--- src/design/brf_pkg.sv ---
package brf_pkg;

    // Ring capacity in bytes; the ring itself has SIZE+1 slots.
    localparam int SIZE   = 255;
    localparam int SLOTS  = SIZE + 1;
    localparam int PTR_W  = $clog2(SLOTS);
    localparam int CNT_W  = (PTR_W > 8) ? PTR_W + 1 : 9;
    localparam int BYTE_W = 8;
    localparam int OP_W   = 3;

    typedef logic [PTR_W-1:0]  t_ptr;
    typedef logic [CNT_W-1:0]  t_cnt;
    typedef logic [BYTE_W-1:0] t_byte;
    typedef logic [OP_W-1:0]   t_op;

    localparam t_op OP_ENQ   = 3'd0;
    localparam t_op OP_DEQ   = 3'd1;
    localparam t_op OP_PEEK  = 3'd2;
    localparam t_op OP_ADV_W = 3'd3;
    localparam t_op OP_ADV_R = 3'd4;
    localparam t_op OP_CLEAR = 3'd5;

    typedef struct packed {
        t_byte used_count;
        t_byte free_count;
        t_byte direct_write_room;
        t_byte direct_read_run;
    } t_status;

    // Bytes held for a given pointer pair.
    function automatic t_cnt used_of(input t_ptr rp, input t_ptr wp);
        t_cnt u;
        if (rp <= wp) begin
            u = CNT_W'(wp) - CNT_W'(rp);
        end else begin
            u = CNT_W'(SLOTS) - CNT_W'(rp) + CNT_W'(wp);
        end
        return u;
    endfunction

    // Pointer advance, wrapping only past SIZE. step never exceeds SIZE.
    function automatic t_ptr wrap_add(input t_ptr p, input t_cnt step);
        t_cnt s;
        s = CNT_W'(p) + step;
        if (s > CNT_W'(SIZE)) begin
            s = s - CNT_W'(SLOTS);
        end
        return PTR_W'(s);
    endfunction

    function automatic t_cnt min_cnt(input t_cnt a, input t_cnt b);
        return (a < b) ? a : b;
    endfunction

endpackage

--- src/design/brf_status.sv ---
module brf_status
    import brf_pkg::*;
(
    input  t_ptr    i_rp,
    input  t_ptr    i_wp,
    output t_status o_status
);

    t_cnt used;
    t_cnt free_sp;
    t_cnt wr_tail;
    t_cnt rd_tail;

    always_comb begin
        used    = used_of(i_rp, i_wp);
        free_sp = CNT_W'(SIZE) - used;
        wr_tail = CNT_W'(SIZE) - CNT_W'(i_wp);
        rd_tail = CNT_W'(SIZE) - CNT_W'(i_rp);
        o_status.used_count        = BYTE_W'(used);
        o_status.free_count        = BYTE_W'(free_sp);
        o_status.direct_write_room = BYTE_W'(min_cnt(free_sp, wr_tail));
        o_status.direct_read_run   = BYTE_W'(min_cnt(used, rd_tail));
    end

endmodule

--- src/design/byte_ring_fifo_top.sv ---
// Byte ring FIFO: one operation per input beat, one result beat per operation.
// Input channel: i_in_valid / o_in_stall with i_operation, i_data_in,
// i_amount. Operations are enqueue, dequeue, peek at an offset from the
// front, advance write pointer, advance read pointer, and clear.
// Output channel: o_out_valid / i_out_stall carrying the byte read (dequeue,
// peek), the count done (zero when refused) and the fill status after the
// operation: used, free, and the contiguous write room and read run.
// Path: an accepted beat passes through the middle stage, then the output
// register. The byte memory is read at the accepting edge, and the output
// register loads when the middle stage moves on and the output is free.
// Throughput: one operation per cycle unless stalled. Pointers are updated
// at acceptance, so the next operation sees them at once; each operation
// touches the byte memory at most once, a write or a read, at a single port.
// Reset (synchronous, active low) zeroes both pointers and empties the
// pipeline; memory contents are not cleared, no clearing pass is needed.
// When the receiver stalls, the output register holds its beat, the middle
// stage fills, and then o_in_stall rises until the output drains.
module byte_ring_fifo_top
    import brf_pkg::*;
(
    input  logic  i_clk,
    input  logic  i_rst_n,
    input  logic  i_in_valid,
    output logic  o_in_stall,
    input  t_op   i_operation,
    input  t_byte i_data_in,
    input  t_byte i_amount,
    output logic  o_out_valid,
    input  logic  i_out_stall,
    output t_byte o_data_out,
    output t_byte o_done_count,
    output t_byte o_used_count,
    output t_byte o_free_count,
    output t_byte o_direct_write_room,
    output t_byte o_direct_read_run
);

    // byte store, one write or one read per cycle
    t_byte mem [SLOTS];

    // live pointers
    t_ptr  r_rp, n_rp;
    t_ptr  r_wp, n_wp;

    // middle stage: waits for memory read data
    logic  r_p_valid;
    logic  r_p_rd;
    t_byte r_p_done;
    t_ptr  r_p_rp;
    t_ptr  r_p_wp;
    t_byte r_rdata;

    // output register
    logic  r_o_valid;
    t_byte r_o_data;
    t_byte r_o_done;
    t_status r_o_status;

    // accept-side decode
    logic  in_acc;
    logic  p_adv;
    logic  mem_we;
    logic  mem_rd;
    t_ptr  rd_addr;
    t_cnt  done;
    t_cnt  used_c;
    t_cnt  free_c;
    t_cnt  amt;

    t_status p_status;

    // Middle stage moves on when the output register is empty or draining.
    assign p_adv      = r_p_valid && (!r_o_valid || !i_out_stall);
    assign o_in_stall = r_p_valid && !p_adv;
    assign in_acc     = i_in_valid && !o_in_stall;

    always_comb begin
        used_c  = used_of(r_rp, r_wp);
        free_c  = CNT_W'(SIZE) - used_c;
        amt     = CNT_W'(i_amount);
        n_rp    = r_rp;
        n_wp    = r_wp;
        mem_we  = 1'b0;
        mem_rd  = 1'b0;
        rd_addr = r_rp;
        done    = '0;
        case (i_operation)
            OP_ENQ: begin
                if (free_c != '0) begin
                    mem_we = 1'b1;
                    n_wp   = wrap_add(r_wp, CNT_W'(1));
                    done   = CNT_W'(1);
                end
            end
            OP_DEQ: begin
                if (used_c != '0) begin
                    mem_rd = 1'b1;
                    n_rp   = wrap_add(r_rp, CNT_W'(1));
                    done   = CNT_W'(1);
                end
            end
            OP_PEEK: begin
                // offset must land on a held byte
                if (amt < used_c) begin
                    mem_rd  = 1'b1;
                    rd_addr = wrap_add(r_rp, amt);
                    done    = CNT_W'(1);
                end
            end
            OP_ADV_W: begin
                done = min_cnt(amt, free_c);
                n_wp = wrap_add(r_wp, done);
            end
            OP_ADV_R: begin
                done = min_cnt(amt, used_c);
                n_rp = wrap_add(r_rp, done);
            end
            OP_CLEAR: begin
                n_rp = '0;
                n_wp = '0;
            end
            default: begin
                // unused codes leave the state alone
            end
        endcase
    end

    always_ff @(posedge i_clk) begin
        if (in_acc && mem_we) begin
            mem[r_wp] <= i_data_in;
        end
        if (in_acc && mem_rd) begin
            r_rdata <= mem[rd_addr];
        end
    end

    // control state
    always_ff @(posedge i_clk) begin
        if (!i_rst_n) begin
            r_rp      <= '0;
            r_wp      <= '0;
            r_p_valid <= 1'b0;
            r_o_valid <= 1'b0;
        end else begin
            if (in_acc) begin
                r_rp <= n_rp;
                r_wp <= n_wp;
            end
            if (in_acc) begin
                r_p_valid <= 1'b1;
            end else if (p_adv) begin
                r_p_valid <= 1'b0;
            end
            if (p_adv) begin
                r_o_valid <= 1'b1;
            end else if (!i_out_stall) begin
                r_o_valid <= 1'b0;
            end
        end
    end

    // payload, no reset
    always_ff @(posedge i_clk) begin
        if (in_acc) begin
            r_p_rd   <= mem_rd;
            r_p_done <= BYTE_W'(done);
            r_p_rp   <= n_rp;
            r_p_wp   <= n_wp;
        end
        if (p_adv) begin
            r_o_data   <= r_p_rd ? r_rdata : '0;
            r_o_done   <= r_p_done;
            r_o_status <= p_status;
        end
    end

    // status from the pointers left by the operation
    brf_status u_status (
        .i_rp     (r_p_rp),
        .i_wp     (r_p_wp),
        .o_status (p_status)
    );

    assign o_out_valid         = r_o_valid;
    assign o_data_out          = r_o_data;
    assign o_done_count        = r_o_done;
    assign o_used_count        = r_o_status.used_count;
    assign o_free_count        = r_o_status.free_count;
    assign o_direct_write_room = r_o_status.direct_write_room;
    assign o_direct_read_run   = r_o_status.direct_read_run;

endmodule

--- config.mk ---
export PLATFORM = sky130hd
export DESIGN_NAME = byte_ring_fifo_top
export DESIGN_NICKNAME = d
export VERILOG_FILES = /design/src/design/brf_pkg.sv /design/src/design/brf_status.sv /design/src/design/byte_ring_fifo_top.sv
export SDC_FILE = /design/constraint.sdc
export NUM_CORES = 2
export LEC_CHECK = 0
export BUFFER_PORTS_ARGS = -buffer_cell sky130_fd_sc_hd__buf_2
export CELL_PAD_IN_SITES_DETAIL_PLACEMENT = 0
export CELL_PAD_IN_SITES_GLOBAL_PLACEMENT = 1
export CORE_MARGIN = 2
export CORE_UTILIZATION = 53
export DETAILED_ROUTE_END_ITERATION = 12
export PLACE_DENSITY_LB_ADDON = 0.1
export SLEW_MARGIN = 10
export SYNTH_ARGS = -nofsm -noshare
export SYNTH_HDL_FRONTEND = slang
export SYNTH_SLANG_ARGS = --single-unit
--- constraint.sdc ---
create_clock -name i_clk -period 7.8 [get_ports i_clk]
set_input_delay 1.17 -clock i_clk [delete_from_list [all_inputs] [get_ports i_clk]]
set_output_delay 1.17 -clock i_clk [all_outputs]
set_load 0.005 [all_outputs]
==> metrics.cfg <==
[drt]
drt_iter0_drc = 8077
route.detailed.drc = 0
dr.pass1.iters = 6
vias_per_cell = 6.51
ant_nets = 0
drt_wl_total_um = 289000
vias = 57872
wire_per_inst_um = 32.6

[hold_path]
worstHoldEndpoint = o_done_count[4]
hold_path.class = flip-flop to flip-flop
holdCritStartpoint = r_p_done[4]
whs_path_depth = 0

[clock_tree]
ctsHoldBuffers = 0
clock_sinks = 2147
numCtsBuffers = 216
cts_tree = built
h-tree-depth = 4
cts_buffer_depth = 3
root_buffer = clkbuf_16
clkTransAtPathRegs_ps = 60
clkLatencyLatePin_ps = 890

[critical_path]
worstPathArrival_ps = 8070
r2r_setup_slack_ps = 480
reg2reg_from = r_rp[1]
end_kind = flip-flop
startpoint_type = flip-flop
critPathKind = flip-flop to flip-flop
crit_fanout = 31
required_ps = 8550
crit_start = r_rp[1]
r2r_cells = 21
r2r_end = r_rdata[6]

[timing]
hold_violations = 0
slew_viol_final = 0
relSlewSlack = 0.132
fmax_mhz = 137
skew_ps = 48.2
timing.final.crit_share = 0.939
setup_viol = 0
rsz0062_at_grt = no
timing.final.crit_period_ps = 7320
tns_ps = 0
worstMarginPinSlew_ps = 1270

[layout]
final_cells = 8889
layout-area-overhead-vs-synth_pct = 12.8
nNetsFinal = 6605
drive_gt1_frac = 0.114

[place]
post-dp-hpwl_um = 178000
io_buffers = 72
dp_cells = 8473
gp_congestion = 0.927

[synthesis]
synth_warnings = 0
synthCells = 6324
synth_flop_cell = edfxtp_1
synth_area_sq_um = 88100
synth_cell_types = 101
synthesis.nets = 6425
synth-seq-cells = 2147
async_reset_ff_frac = 0
synth_edf_count = 2129
synth.avg_cell_area_sq_um = 13.9
yosysSeqAreaShare = 0.730

[global_route]
grt_overflow_total = 0
grt_pass1_vias = 53559
grtUsageTotal = 0.339
grt_max_degree = 159
antenna_found_initial = 16
grt_pass1_wl_um = 407000

[floorplanning]
die_x_um = 412
die_h_um = 412
die-area_sq_um = 169000
io-pin-count = 73
start_util = 0.534
coreArea_sq_um = 165000
rows = 149

[pwr]
p_leak_uw = 0.0336
power_uw = 27600
peakVddDrop_v = 0.000264
p_per_area_nw_per_um2 = 278

[run_status]
outcome = finished clean

[run]
max_cap_viol_count = 0

layer usage:
| layer | part of all wire | routed length [um] | track usage | vias to the layer above |
|---|---|---|---|---|
| met5 | 0.00020 | 57 | 0 | - |
| met4 | 0.045 | 13000 | 0.136 | 10 |
| met3 | 0.11 | 31100 | 0.0751 | 584 |
| met2 | 0.45 | 131000 | 0.517 | 3366 |
| met1 | 0.39 | 114000 | 0.477 | 29400 |
| li1 | - | - | - | 24512 |
worst max-delay path, stage by stage (launching register included):
cell and delay [ps]:
dfxtp_2 490, inv_1 210, ha_1 340, nor2b_1 150
o221a_1 250, o21ai_0 210, a21boi_0 120, o21a_1 180
or3_1 340, and2_1 220, ha_1 290, a31oi_1 150
a21oi_1 110, a31o_2 350, o311ai_1 620, nand2_4 570
buf_12 380, a222oi_1 770, nand4_1 580, buf_4 360
a32o_1 330, nand4b_1 130
synthesized netlist by cell type, types with 15 or more instances:
| master | count | share of area |
|---|---|---|
| buf_1 | 31 | 0.0013 |
| buf_6 | 25 | 0.0032 |
| nand3_1 | 340 | 0.019 |
| a211o_1 | 24 | 0.0024 |
| buf_2 | 172 | 0.0098 |
| a21o_1 | 25 | 0.0021 |
| buf_4 | 37 | 0.0032 |
| ha_1 | 73 | 0.010 |
| edfxtp_1 | 2129 | 0.73 |
| and3_1 | 137 | 0.0097 |
| xnor2_1 | 17 | 0.0017 |
| mux4_2 | 17 | 0.0043 |
| a21oi_1 | 232 | 0.013 |
| nand2_1 | 1292 | 0.055 |
| nand4_1 | 68 | 0.0048 |
| nor3_1 | 28 | 0.0016 |
| dfxtp_1 | 18 | 0.0041 |
| a221oi_1 | 32 | 0.0032 |
| a22oi_1 | 54 | 0.0046 |
| a311oi_1 | 15 | 0.0015 |
| a31oi_1 | 153 | 0.011 |
| o21ai_0 | 74 | 0.0042 |
| and2_1 | 17 | 0.0012 |
| xor2_1 | 17 | 0.0017 |
| a32o_1 | 18 | 0.0020 |
| clkbuf_1 | 136 | 0.0058 |
| inv_1 | 58 | 0.0025 |
| nand2b_1 | 16 | 0.0011 |
| a211oi_1 | 119 | 0.010 |
| a32oi_1 | 120 | 0.012 |
| mux2i_1 | 216 | 0.025 |
| nor2_1 | 327 | 0.014 |
| nor4_1 | 15 | 0.0011 |
state kept, by name, indices dropped and copies added, names as in the netlist:
| name | cells |
|---|---|
| o_out_valid | 1 |
| r_p_rp | 8 |
| r_wp | 8 |
| r_p_valid | 1 |
| o_data_out | 8 |
| r_p_done | 8 |
| r_rp | 8 |
| o_used_count | 8 |
| o_direct_read_run | 8 |
| o_done_count | 8 |
| r_p_wp | 8 |
| mem | 2048 |
| o_free_count | 8 |
| r_p_rd | 1 |
| r_rdata | 8 |
| o_direct_write_room | 8 |
cell families after synthesis:
logic type / count (synthesis) / share of synthesized area
AOI/OAI and AO/OA: 1060 / 0.0860
xor gates and xnor gates: 34 / 0.00338
buffers and inverters: 461 / 0.0258
muxes: 242 / 0.0300
and+or+nand+nor: 2302 / 0.114
DFF: 2147 / 0.730
adders and majority gates: 78 / 0.0115
final cells by class:
cell class,count,area (sq um)
diodes,7,17.5
clock buffers,261,5570
clock inverters,146,1440
fillers,12703,65600
inverters,59,221
multi-input cells,3716,21800
flip-flops and latches,2147,64300
well taps,2189,2740
repair buffers,364,3220
per-stage QoR:
step | worst slack (ps) | utilization | area, sq um | hold slack [ps]
2_1_floorplan | 1710 | - | 88100 | 400
3_3_place_gp | 109 | 0.559 | 92300 | 406
3_5_place_dp | 232 | 0.559 | 92300 | 407
4_1_cts | 206 | 0.602 | 99300 | 422
5_1_grt | 230 | 0.602 | 99300 | 432
6_report | 478 | 0.602 | 99300 | 419
power breakdown:
group	internal [uW]	switching, uW	leakage, uW
clock network	5810	4540	0.00344
registers	12800	53.8	0.0193
logic	1350	3070	0.0109
cells in the final DEF (no fill, tap or decap), types with 28 or more instances in the layout:
master	count
ha_1	73
nor3_1	28
a211oi_1	119
a21oi_1	231
clkbuf_1	45
buf_12	48
a31oi_1	153
and3_1	137
buf_4	243
a32oi_1	120
buf_2	65
nand3_1	340
a22oi_1	54
nand4_1	68
inv_1	58
a221oi_1	32
o21ai_0	74
nor2_1	323
edfxtp_1	2129
mux2i_1	209
clkbuf_16	216
clkinv_1	56
clkinv_2	47
nand2_1	1283
worst max path at each step:
stage / end / depth (start not counted)
after floorplan: r_rp[7] / 32
after global placement: r_rdata[3] / 22
after detailed placement: r_rdata[3] / 22
after CTS: r_rdata[3] / 23
after global routing: r_rdata[6] / 23
final: r_rdata[6] / 21
what timing repair did:
| action | 4_1_cts | 5_1_grt |
|---|---|---|
| gates resized for setup | 0 | 1 |
| endpoints found under the setup margin | 0 | 2 |
| setup buffers | 0 | 2 |
| endpoints found under the hold margin | 0 | 0 |
No activity file was read; power rests on OpenSTA's default activity.
